## src/rtl/pid_difference_equation_controller_unit_macros.svh

```systemverilog
// Assertion helpers, clocked on clk and disabled while arst_n is low.
`ifndef PID_DIFFERENCE_EQUATION_CONTROLLER_UNIT_MACROS_SVH
`define PID_DIFFERENCE_EQUATION_CONTROLLER_UNIT_MACROS_SVH

`ifndef SYNTHESIS

`define PDC_ASSERT_SAME(lbl, ante, cons) \
	lbl: assert property (@(posedge clk) disable iff (!arst_n) (ante) |-> (cons)) \
	else $error("pdc check failed");

`define PDC_ASSERT_NEXT(lbl, ante, cons) \
	lbl: assert property (@(posedge clk) disable iff (!arst_n) (ante) |=> (cons)) \
	else $error("pdc check failed");

`else

`define PDC_ASSERT_SAME(lbl, ante, cons)

`define PDC_ASSERT_NEXT(lbl, ante, cons)

`endif

`endif

```

## src/rtl/pdc_pkg.sv

```systemverilog
`timescale 1ns / 1ps

package pdc_pkg;

	localparam int ADC_W = 10;
	localparam int REF_W = 18;
	localparam int DRIVE_W = 19;
	localparam int DUTY_W = 7;
	localparam int CMP_W = 12;
	localparam int COEF_W = 16;
	localparam int SIG_W = 24;
	localparam int PROD_W = 40;
	localparam int ACC_W = 44;
	localparam int SCALE_W = 24;
	localparam int PERIOD_W = 17;
	localparam int RECIP_W = 26;
	localparam int RECIP_SHIFT = 32;
	localparam int CFG_INDEX_W = 4;
	localparam int STEP_W = 5;

	localparam logic [CFG_INDEX_W-1:0] REG_COUNT = 4'd8;
	localparam logic [STEP_W-1:0] STEP_IDLE = 5'd0;
	localparam logic [STEP_W-1:0] STEP_OUT = 5'd16;

	localparam logic signed [ACC_W-1:0] SIG_MAX = 44'sd8388607;
	localparam logic signed [ACC_W-1:0] SIG_MIN = -44'sd8388608;
	localparam logic signed [SIG_W-1:0] FULL_SCALE = 24'sd262144;
	localparam logic [DUTY_W-1:0] DUTY_MAX = 7'd100;
	localparam logic [RECIP_W-1:0] DIV100_RECIP = 26'd42949673;

	typedef struct packed {
		logic [ADC_W-1:0] adc_sample;
		logic [REF_W-1:0] reference_level;
	} sample_t;

	typedef struct packed {
		logic [DRIVE_W-1:0] drive_level;
		logic [DUTY_W-1:0] duty_percent;
		logic [CMP_W-1:0] compare_value;
	} result_t;

	typedef enum logic [2:0] {
		C_PRE_NOW,
		C_PRE_PAST,
		C_PRE_FEEDBACK,
		C_ERR_NOW,
		C_ERR_ONE,
		C_ERR_TWO,
		C_DRV_ONE,
		C_DRV_TWO
	} coef_sel_t;

	typedef enum logic [2:0] {
		OPD_REF,
		OPD_REF1,
		OPD_FREF1,
		OPD_EF,
		OPD_E1,
		OPD_E2,
		OPD_D1,
		OPD_D2
	} opd_sel_t;

	typedef enum logic [1:0] {
		ACC_HOLD,
		ACC_LOAD,
		ACC_ADD,
		ACC_SUB
	} acc_op_t;

	typedef enum logic [2:0] {
		WR_NONE,
		WR_RF,
		WR_EF,
		WR_DRIVE,
		WR_DUTY,
		WR_SCALE,
		WR_OUT
	} wr_op_t;

	typedef enum logic [1:0] {
		JMP_NEVER,
		JMP_NO_SAMPLE,
		JMP_OUT_BUSY
	} jmp_cond_t;

	typedef struct packed {
		logic mul_en;
		coef_sel_t coef_sel;
		opd_sel_t opd_sel;
		acc_op_t acc_op;
		wr_op_t wr_op;
		jmp_cond_t jmp_cond;
		logic [STEP_W-1:0] jmp_target;
		logic last;
	} ucode_t;

	function automatic ucode_t ucode_rom(input logic [STEP_W-1:0] step);
		ucode_t uc;
		uc.mul_en = 1'b0;
		uc.coef_sel = C_PRE_NOW;
		uc.opd_sel = OPD_REF;
		uc.acc_op = ACC_HOLD;
		uc.wr_op = WR_NONE;
		uc.jmp_cond = JMP_NEVER;
		uc.jmp_target = STEP_IDLE;
		uc.last = 1'b0;
		case (step)
			5'd0: begin
				uc.jmp_cond = JMP_NO_SAMPLE;
				uc.jmp_target = STEP_IDLE;
			end
			5'd1: begin
				uc.mul_en = 1'b1;
				uc.coef_sel = C_PRE_NOW;
				uc.opd_sel = OPD_REF;
			end
			5'd2: begin
				uc.mul_en = 1'b1;
				uc.coef_sel = C_PRE_PAST;
				uc.opd_sel = OPD_REF1;
				uc.acc_op = ACC_LOAD;
			end
			5'd3: begin
				uc.mul_en = 1'b1;
				uc.coef_sel = C_PRE_FEEDBACK;
				uc.opd_sel = OPD_FREF1;
				uc.acc_op = ACC_ADD;
			end
			5'd4: begin
				uc.acc_op = ACC_SUB;
			end
			5'd5: begin
				uc.wr_op = WR_RF;
			end
			5'd6: begin
				uc.wr_op = WR_EF;
			end
			5'd7: begin
				uc.mul_en = 1'b1;
				uc.coef_sel = C_ERR_NOW;
				uc.opd_sel = OPD_EF;
			end
			5'd8: begin
				uc.mul_en = 1'b1;
				uc.coef_sel = C_ERR_ONE;
				uc.opd_sel = OPD_E1;
				uc.acc_op = ACC_LOAD;
			end
			5'd9: begin
				uc.mul_en = 1'b1;
				uc.coef_sel = C_ERR_TWO;
				uc.opd_sel = OPD_E2;
				uc.acc_op = ACC_ADD;
			end
			5'd10: begin
				uc.mul_en = 1'b1;
				uc.coef_sel = C_DRV_ONE;
				uc.opd_sel = OPD_D1;
				uc.acc_op = ACC_ADD;
			end
			5'd11: begin
				uc.mul_en = 1'b1;
				uc.coef_sel = C_DRV_TWO;
				uc.opd_sel = OPD_D2;
				uc.acc_op = ACC_SUB;
			end
			5'd12: begin
				uc.acc_op = ACC_SUB;
			end
			5'd13: begin
				uc.wr_op = WR_DRIVE;
			end
			5'd14: begin
				uc.wr_op = WR_DUTY;
			end
			5'd15: begin
				uc.wr_op = WR_SCALE;
			end
			5'd16: begin
				uc.wr_op = WR_OUT;
				uc.jmp_cond = JMP_OUT_BUSY;
				uc.jmp_target = STEP_OUT;
				uc.last = 1'b1;
			end
			default: begin
				uc.last = 1'b1;
			end
		endcase
		return uc;
	endfunction

	function automatic logic signed [SIG_W-1:0] sat24(input logic signed [ACC_W-1:0] v);
		logic signed [SIG_W-1:0] r;
		if (v > SIG_MAX) begin
			r = SIG_MAX[SIG_W-1:0];
		end else if (v < SIG_MIN) begin
			r = SIG_MIN[SIG_W-1:0];
		end else begin
			r = v[SIG_W-1:0];
		end
		return r;
	endfunction

endpackage

```

## src/rtl/pid_difference_equation_controller_unit.sv

```systemverilog
`timescale 1ns / 1ps
// channel   direction  handshake                payload
// sample    in         sample_valid/stall       sample_t (adc_sample, reference_level)
// result    out        result_valid/stall       result_t (drive_level, duty_percent,
//                                               compare_value)
// cfg       in         cfg_valid/cfg_ready      cfg_index (register number), cfg_data
//
// For each sample, a microcode step counter runs all eight coefficient
// products through a single 16x24 multiplier and accumulator, one product per step.
// The result register is loaded in the last step; a stalled result holds that step.
// A new sample is taken once the counter is back at step zero.
// Reset clears coefficients, history and the result valid flag; no clearing pass.
`include "pid_difference_equation_controller_unit_macros.svh"

module pid_difference_equation_controller_unit
	import pdc_pkg::*;
#(
	parameter int PWM_TOP = 2499,
	parameter int COEF_FRAC_BITS = 12
) (
	input  logic                   clk,
	input  logic                   arst_n,
	input  logic                   sample_valid,
	output logic                   sample_stall,
	input  sample_t                sample,
	output logic                   result_valid,
	input  logic                   result_stall,
	output result_t                result,
	input  logic                   cfg_valid,
	output logic                   cfg_ready,
	input  logic [CFG_INDEX_W-1:0] cfg_index,
	input  logic [COEF_W-1:0]      cfg_data
);

	localparam logic [PERIOD_W-1:0] PWM_PERIOD = PERIOD_W'(PWM_TOP + 1);

	logic [STEP_W-1:0] step_q;
	ucode_t uc;
	logic jump;
	logic sample_xfer;

	logic signed [COEF_W-1:0] coef_q [8];
	logic [ADC_W-1:0] adc_q;
	logic [REF_W-1:0] ref_q;

	logic signed [SIG_W-1:0] err1_q, err2_q, drv1_q, drv2_q, ref1_q, fref1_q;
	logic signed [SIG_W-1:0] rf_q, ef_q;
	logic signed [PROD_W-1:0] prod_q;
	logic signed [ACC_W-1:0] acc_q;
	logic [DRIVE_W-1:0] drive_q;
	logic [DUTY_W-1:0] duty_q;
	logic [SCALE_W-1:0] scale_q;

	logic result_valid_q;
	result_t result_q;

	logic signed [SIG_W-1:0] opd;
	logic signed [ACC_W-1:0] prod_ext;
	logic signed [ACC_W-1:0] acc_shifted;
	logic signed [SIG_W-1:0] acc_sat;
	logic signed [ACC_W-1:0] y_ext;
	logic signed [ACC_W-1:0] ef_diff;
	logic signed [ACC_W-1:0] err_diff;
	logic [DRIVE_W-1:0] drive_clamped;
	logic [DRIVE_W+DUTY_W-1:0] duty_prod;
	logic [DRIVE_W+DUTY_W-REF_W-1:0] duty_raw;
	logic [SCALE_W+RECIP_W-1:0] cmp_prod;

	assign uc = ucode_rom(step_q);
	assign sample_stall = (step_q != STEP_IDLE);
	assign sample_xfer = sample_valid && !sample_stall;
	assign cfg_ready = 1'b1;
	assign result_valid = result_valid_q;
	assign result = result_q;

	always_comb begin
		case (uc.jmp_cond)
			JMP_NO_SAMPLE: jump = !sample_valid;
			JMP_OUT_BUSY:  jump = result_valid_q && result_stall;
			default:       jump = 1'b0;
		endcase
	end

	always_comb begin
		case (uc.opd_sel)
			OPD_REF:   opd = SIG_W'(signed'({1'b0, ref_q}));
			OPD_REF1:  opd = ref1_q;
			OPD_FREF1: opd = fref1_q;
			OPD_EF:    opd = ef_q;
			OPD_E1:    opd = err1_q;
			OPD_E2:    opd = err2_q;
			OPD_D1:    opd = drv1_q;
			OPD_D2:    opd = drv2_q;
			default:   opd = '0;
		endcase
	end

	assign prod_ext = ACC_W'(prod_q);
	assign acc_shifted = acc_q >>> COEF_FRAC_BITS;
	assign acc_sat = sat24(acc_shifted);
	assign y_ext = ACC_W'(signed'({1'b0, adc_q, 8'd0}));
	assign ef_diff = ACC_W'(rf_q) - y_ext;
	assign err_diff = ACC_W'(signed'({1'b0, ref_q})) - y_ext;

	always_comb begin
		if (acc_sat > FULL_SCALE) begin
			drive_clamped = FULL_SCALE[DRIVE_W-1:0];
		end else if (acc_sat < 0) begin
			drive_clamped = '0;
		end else begin
			drive_clamped = acc_sat[DRIVE_W-1:0];
		end
	end

	assign duty_prod = (DRIVE_W + DUTY_W)'(drive_q) * (DRIVE_W + DUTY_W)'(DUTY_MAX);
	assign duty_raw = duty_prod[DRIVE_W+DUTY_W-1:REF_W];
	assign cmp_prod = (SCALE_W + RECIP_W)'(scale_q) * (SCALE_W + RECIP_W)'(DIV100_RECIP);

	always_ff @(posedge clk or negedge arst_n) begin
		if (!arst_n) begin
			for (int i = 0; i < 8; i++) begin
				coef_q[i] <= '0;
			end
		end else if (cfg_valid && cfg_ready && (cfg_index < REG_COUNT)) begin
			coef_q[cfg_index[2:0]] <= signed'(cfg_data);
		end
	end

	always_ff @(posedge clk or negedge arst_n) begin
		if (!arst_n) begin
			step_q <= STEP_IDLE;
			result_valid_q <= 1'b0;
			err1_q <= '0;
			err2_q <= '0;
			drv1_q <= '0;
			drv2_q <= '0;
			ref1_q <= '0;
			fref1_q <= '0;
		end else begin
			if (jump) begin
				step_q <= uc.jmp_target;
			end else if (uc.last) begin
				step_q <= STEP_IDLE;
			end else begin
				step_q <= step_q + STEP_W'(1);
			end
			if (!jump && (uc.wr_op == WR_OUT)) begin
				result_valid_q <= 1'b1;
			end else if (result_valid_q && !result_stall) begin
				result_valid_q <= 1'b0;
			end
			if (!jump) begin
				case (uc.wr_op)
					WR_DRIVE: begin
						err2_q <= err1_q;
						err1_q <= sat24(err_diff);
						drv2_q <= drv1_q;
						drv1_q <= SIG_W'(signed'({1'b0, drive_clamped}));
						ref1_q <= SIG_W'(signed'({1'b0, ref_q}));
						fref1_q <= rf_q;
					end
					default: begin
					end
				endcase
			end
		end
	end

	always_ff @(posedge clk) begin
		if (sample_xfer) begin
			adc_q <= sample.adc_sample;
			ref_q <= sample.reference_level;
		end
		if (uc.mul_en) begin
			prod_q <= PROD_W'(coef_q[uc.coef_sel]) * PROD_W'(opd);
		end
		case (uc.acc_op)
			ACC_LOAD: acc_q <= prod_ext;
			ACC_ADD:  acc_q <= acc_q + prod_ext;
			ACC_SUB:  acc_q <= acc_q - prod_ext;
			default:  acc_q <= acc_q;
		endcase
		if (!jump) begin
			case (uc.wr_op)
				WR_RF:    rf_q <= acc_sat;
				WR_EF:    ef_q <= sat24(ef_diff);
				WR_DRIVE: drive_q <= drive_clamped;
				WR_DUTY: begin
					if (duty_raw > (DRIVE_W + DUTY_W - REF_W)'(DUTY_MAX)) begin
						duty_q <= DUTY_MAX;
					end else begin
						duty_q <= duty_raw[DUTY_W-1:0];
					end
				end
				WR_SCALE: scale_q <= SCALE_W'(duty_q) * SCALE_W'(PWM_PERIOD);
				WR_OUT: begin
					result_q.drive_level <= drive_q;
					result_q.duty_percent <= duty_q;
					result_q.compare_value <= cmp_prod[RECIP_SHIFT+CMP_W-1:RECIP_SHIFT];
				end
				default: begin
				end
			endcase
		end
	end

	`PDC_ASSERT_NEXT(a_take_starts, sample_valid && !sample_stall, step_q == 5'd1)
	`PDC_ASSERT_NEXT(a_out_loads, (step_q == STEP_OUT) && !(result_valid && result_stall), result_valid && (step_q == STEP_IDLE))
	`PDC_ASSERT_SAME(a_out_range, result_valid, (result.drive_level <= 19'd262144) && (result.duty_percent <= DUTY_MAX))
	`PDC_ASSERT_SAME(a_step_range, 1'b1, step_q <= STEP_OUT)
	`PDC_ASSERT_NEXT(a_busy_holds, result_valid && result_stall && (step_q == STEP_OUT), step_q == STEP_OUT)

endmodule
```

## config.mk

```make
export PLATFORM = sky130hd
export DESIGN_NAME = pid_difference_equation_controller_unit
export DESIGN_NICKNAME = d
export VERILOG_FILES = /design/src/rtl/pdc_pkg.sv /design/src/rtl/pid_difference_equation_controller_unit.sv
export VERILOG_INCLUDE_DIRS = /design/src /design/src/rtl
export SDC_FILE = /design/constraint.sdc
export NUM_CORES = 2
export LEC_CHECK = 0
export ABC_AREA = 1
export BUFFER_PORTS_ARGS = -buffer_cell sky130_fd_sc_hd__buf_2
export CAP_MARGIN = 20
export CORE_MARGIN = 5
export CORE_UTILIZATION = 50
export DETAILED_ROUTE_END_ITERATION = 7
export PLACE_DENSITY_LB_ADDON = 0.3
export SYNTH_ARGS = -nofsm -noshare
export SYNTH_HDL_FRONTEND = slang
export SYNTH_SLANG_ARGS = --single-unit
```

## constraint.sdc

```tcl
create_clock -name clk -period 19.9 [get_ports clk]
set_input_delay 0.995 -clock clk [delete_from_list [all_inputs] [get_ports clk]]
set_output_delay 0.995 -clock clk [all_outputs]
set_load 0.005 [all_outputs]
```

-- Word-level counts from Yosys, hierarchy flattened
Index checks and enable logic that the tools add are counted.
- bitwise logic cells: 3
- multipliers: 4
- divide/modulo/power cells: 0
- reductions and logical operators: 25
- mux-type cells: 24
- $lt $le $gt $ge: 13
- eq/ne operators: 34
- add/subtract/negate cells: 5
- shifts and indexed selects: 0
- operators by type and width (operator ; count):
    one-hot mux 24 bit (8 select lines) ; 1
    one-hot mux 44 bit (3 select lines) ; 1
    bitwise mux 128 bit ; 1
    two-way mux 24 bit ; 5
    one-hot mux 7 bit (8 select lines) ; 1
    binary-select mux 16 bit (select 3 bit) ; 1
    demux 16 bit (select 3 bit) ; 1
    two-way mux 16 bit ; 3
    adder 44 x 40 -> 44 bit ; 1
    subtractor 44 x 40 -> 44 bit ; 1
    multiplier 17 x 26 -> 42 bit, second input constant ; 1
    == test 5 x 4 -> 1 bit, second input constant ; 8
    multiplier 16 x 24 -> 40 bit ; 1
    two-way mux 19 bit ; 2
    greater-than comparator 32 x 24 -> 1 bit, second input constant ; 1
    < comparator 32 x 24 -> 1 bit, second input constant ; 1
    greater-than comparator 25 x 24 -> 1 bit, second input constant ; 1
    < comparator 25 x 24 -> 1 bit, second input constant ; 1
    subtractor 24 x 19 -> 25 bit ; 1
    greater-than comparator 19 x 24 -> 1 bit, second input constant ; 1
    greater-than comparator 24 x 20 -> 1 bit, second input constant ; 1
    < comparator 19 x 24 -> 1 bit, second input constant ; 1
    < comparator 24 x 1 -> 1 bit, second input constant ; 1
    multiplier 19 x 5 -> 24 bit, second input constant ; 1
    other kinds (35) ; 70
- bits in latches: 0
- word-level logic and storage cells: 136
- memories kept: 0
- memory bits (read-only): 0
- RAM bits: 0
- bits in registers: 503

-- Depth between registers and ports, before layout
- depth in word-level cells: 7
- mapped depth: 41

-- Worst setup path before layout
No wires, ideal clock.
- kind: register -> register
- from: register step_q[0]
- to: register prod_q[39] (data pin)
- data required time: 19.640 ns
- path slack: 12.598 ns
- buffers on the path: 2
- arrival time: 7.042 ns
- clock period less this slack: 7.302 ns
- stages on the path, launching flop included: 36
- cell sequence: dfrtp_1 inv_1 ha_1 nand2_2 nor2_2 nor2_2 nand2_4 nor2_8 inv_2 nor2_1 buf_4 inv_2 o21ai_1 nor2_1 buf_4 nor2_2 inv_2 fa_1 inv_1 fa_1 fa_1 inv_1 fa_1 inv_1 fa_1 inv_1 fa_1 inv_1 ha_1 nand2_1 nor2_1 inv_1 nor4_1 nand3_1 nand4_1 xnor2_1
- word-level cells in the longest chain between the ends: 7
- ends and longest elaborated chain (element ; line ; text):
    from (decl) ; pid_difference_equation_controller_unit.sv:37 ; logic [STEP_W-1:0] step_q;
    from (signal assigned) ; pid_difference_equation_controller_unit.sv:141 ; step_q <= uc.jmp_target;
    from (signal assigned) ; pid_difference_equation_controller_unit.sv:145 ; step_q <= step_q + STEP_W'(1);
    == test 5 x 4 -> 1 bit, or another cell as far along ; pdc_pkg.sv:108 ; case (step)
    one-hot mux 7 bit (8 select lines) (*) ; pdc_pkg.sv:108 ;
    inverter 3 -> 4 bit (not written as such) ; pid_difference_equation_controller_unit.sv:175 ; prod_q <= PROD_W'(coef_q[uc.coef_sel]) * PROD_W'(opd);
    binary-select mux 16 bit (select 3 bit) ; pid_difference_equation_controller_unit.sv:175 ;
    two-way mux 16 bit (not written as such) (2 in series) ; pid_difference_equation_controller_unit.sv:175 ;
    multiplier 16 x 24 -> 40 bit (*) ; pid_difference_equation_controller_unit.sv:175 ;
    to (signal assigned) ; pid_difference_equation_controller_unit.sv:175 ;
    to (decl) ; pid_difference_equation_controller_unit.sv:48 ; logic signed [PROD_W-1:0] prod_q;
Every way passes the cells marked *; elsewhere a longest branch is shown, timed or not. The select of a mux whose other input is x is not followed.
A chain may end at the register's enable or synchronous reset.

-- Worst setup path in the final report
Ends and elaborated chain as after synthesis.

==> impl_metrics.csv <==
group,metric,value,unit
synth,ys_types,65,
synth,syn_area,0.04909,mm2
placement,dp_hpwl,118700,um
clock_network,htreeDepth,2,
critical_path,reg2reg_from,"step_q[0]$_DFF_PN0_",
routing,drt_pass1_iterations,6,
clock_network,clock-root-buffer,"clkbuf_16",
sta,slew_headroom,24.78,%
synth,ys_warn_count,0,
floorplan,die-area,0.1045,mm2
synth,synth_flop_cell,"dfrtp_1",
sta,finalCritPeriodShare,46.24,%
routing,drt-initial-drc-count,3739,
sta,period_needed,9202,ps
critical_path,crit_type,"flop to flop",
clock_network,cts_buffer_depth,3,
floorplan,coreArea,0.09799,mm2
critical_path,required,20280,ps
critical_path,crit_slowest_cell,"fa_1",
placement,post-place-ws,10820,ps
floorplan,placementRows,115,
routing,routed-via-count,39975,
floorplan,fp.dieW,323.3,um
global_route,antenna_found_initial,3,
final_layout,fin_util,53.86,%
sta,rsz0062_at_grt,"false",
global_route,grt_pass1_wl,230500,um
final_layout,nets,6924,
routing,wl_per_cell,20.37,um
clock_network,cts-resized-gates,0,
synth,synthesis.nets,6879,
routing,wl,147700,um
floorplan,start_util,50.10,%
synth,synth_edf_count,241,
run,drv_cap,0,
synth,syn-mean-instance-area,8.363,um2
global_route,grt_max_degree,127,
critical_path,cp_data_arrival_time,9580,ps
sta,clock.fmax,0.1087,GHz
critical_path,endpoint,"prod_q[39]$_DFFE_PN_",
clock_network,clk_pin_slew,60,ps
clock_network,cts_tree,"done",
clock_network,numCtsBuffers,55,
critical_path,cp-startpoint,"step_q[0]$_DFF_PN0_",
clock_network,cts_sinks,485,
sta,finalSetupViolCount,0,
floorplan,die_h,323.3,um
global_route,overflow,0,
routing,antenna_left,0,
critical_path,timing.rr.end,"prod_q[39]$_DFFE_PN_",
synth,seq_area_frac_synth,27.18,%
critical_path,slowest_delay,710,ps
critical_path,cp-start-kind,"flop",
clock_network,clkLatencyLatePin,670,ps
sta,finClkSkew,48.05,ps
sta,hold_violations,0,
critical_path,regToRegSetupSlack,10700,ps
synth,syn_inst,5870,
final_layout,fillerInstances,9112,
sta,tns,0,ps
synth,synthArstFlopShare,50.31,%
clock_network,holdBufCountCts,0,
critical_path,cp_max_fo,27,
sta,tightest_slew,1124,ps
critical_path,end_kind,"flop",
placement,place_congestion,0.9831,
final_layout,drive_gt1_share,6.057,%
routing,via_per_inst,5.515,
clock_network,cts_setup_buffers,0,
outcome,status,"completed",
global_route,grt_use_total,28.48,%
synth,synth_seq_cells,485,
sta,hold_ws,347.9,ps
sta,drv_slew,0,
global_route,grt_pass1_vias,39986,
hold_path,hold_path.class,"input pin to async pin",
critical_path,cp_common_cell,"inv_1",
routing,post-route-drc-count,0,
critical_path,worstRegToRegCells,32,
floorplan,ios,94,
sta,setup_slack,10700,ps
placement,port_buffers,92,
final_layout,area_growth,7.511,%
-- registers in the layout, indices dropped and copies added, names as in the netlist --
name	cells
adc_q	10
ef_q	24
err1_q	19
drv1_q	19
result_valid	1
drv2_q	19
rf_q	24
duty_q	7
scale_q	17
prod_q	40
fref1_q	24
drive_q	19
result	38
ref_q	18
ref1_q	10
coef_q	128
step_q	5
acc_q	44
err2_q	19
-- routing by layer --
metal | wire length, um | up-vias | GRT usage (%)
li1 | - | 18587 | -
met1 | 60260 | 19416 | 38.04
met2 | 68510 | 1625 | 46.43
met3 | 11750 | 347 | 5.049
met4 | 7139 | 0 | 11.44
met5 | 0 | - | 0
-- cell usage in the layout, fill, tap and decap left out, types with 16 or more instances in the layout --
| cell type | count |
|---|---|
| inv_2 | 29 |
| buf_4 | 35 |
| dfrtp_1 | 244 |
| ha_1 | 431 |
| nand3_1 | 287 |
| fa_1 | 525 |
| nor2_2 | 19 |
| nor2_1 | 531 |
| xnor2_1 | 43 |
| a21o_1 | 16 |
| inv_1 | 1139 |
| nand2_2 | 31 |
| a31oi_1 | 17 |
| clkbuf_16 | 60 |
| xor2_1 | 89 |
| a21oi_1 | 240 |
| nand2_1 | 1149 |
| edfxtp_1 | 241 |
| o21bai_1 | 20 |
| o22ai_1 | 33 |
| nand4_1 | 40 |
| nor3_1 | 47 |
| or2_2 | 20 |
| o21ai_0 | 378 |
| buf_2 | 91 |
-- logic make-up (layout without fill, tap and decap cells) --
logic type,count (synthesis),in the layout,share of synthesized area [%]
AOI/OAI and AO/OA,774,774,8.607
xor gates and xnor gates,132,132,2.355
adders and majority gates,956,956,32.40
buffers and inverters,1313,1403,10.39
DFF,485,485,27.18
other,1,3,0.007639
and+or+nand+nor,2209,2209,19.07
-- worst max-delay path: cells and delay by family, from the launching register on --
| family | cells | cell delay (ps) |
|---|---|---|
| compound gates | 1 | 220 |
| flops | 1 | 420 |
| fa+ha+maj | 8 | 3900 |
| buf+inv | 11 | 1570 |
| xor+xnor | 1 | 80 |
| simple gates | 11 | 2730 |
-- final cells by class --
class	count	area, um2	area share, %
multi-input combinational	4072	30690	58.15
clock buffer	73	1610	3.051
antenna	2	5.005	0.009483
tap	1287	1610	3.051
sequential	485	13340	25.28
clock inverter	29	300.3	0.5690
timing repair buffer	130	815.8	1.546
inverter	1171	4402	8.340
-- through the flow --
step	instance area [um2]	std cells
finish	52780	7249
CTS	52720	7245
floorplan	49090	5870
detailed placement	50810	7143
global placement	50780	7142
global route	52770	7247
-- cells in the mapped netlist, types with 4 or more instances --
master        n  area (um2)
inv_1      1140        4279
o2111ai_1     5       43.79
edfxtp_1    241        7237
dfrtp_1     244        6106
a31oi_1      17       106.4
xor2_1       89       779.5
nand2_1    1149        4313
nand3_1     288        1441
nand2_2      31       193.9
o22ai_1      33       206.5
a21oi_1     240        1201
o31ai_1       7       52.55
or2_1        11       68.82
a21boi_0      4       30.03
o21bai_1     20       150.1
buf_4        21       157.7
o21a_1       12       90.09
nand2_4       4       45.04
o22a_1        7       61.31
and3_1        4       25.02
ha_1        431        5393
nand3_2       5       50.05
or2_0        11       68.82
nand4_1      40       250.2
o211ai_1      4       30.03
nor4_1       15       93.84
a21o_1       16       120.1
xnor2_1      43       376.6
buf_2        45       225.2
buf_6         4       45.04
inv_2        29       108.9
nor3_1       50       250.2
nor2_1      536        2012
buf_1        10       37.54
nor2_2       16       100.1
nand4_2       7       87.58
fa_1        525       10510
nand3b_1     13       97.59
o21ai_1      11       55.05
or2_2        20       125.1
clkbuf_1     61       229.0
o21ai_0     379        1897
-- worst min path at each step --
| stage | from | to | cells past startpoint |
|---|---|---|---|
| floorplan | fref1_q[11]$_DFFE_PN0P_ | fref1_q[11]$_DFFE_PN0P_ | 2 |
| finish | arst_n | step_q[4]$_DFF_PN0_ | 1 |
| global route | arst_n | step_q[4]$_DFF_PN0_ | 1 |
| global placement | err2_q[11]$_DFFE_PN0P_ | err2_q[11]$_DFFE_PN0P_ | 2 |
| CTS | arst_n | step_q[4]$_DFF_PN0_ | 1 |
| detailed placement | fref1_q[11]$_DFFE_PN0P_ | fref1_q[11]$_DFFE_PN0P_ | 2 |
Power is left out: the tool's default activity adds up to more than one toggle a clock period on the data nets, which glitch-free logic cannot reach.
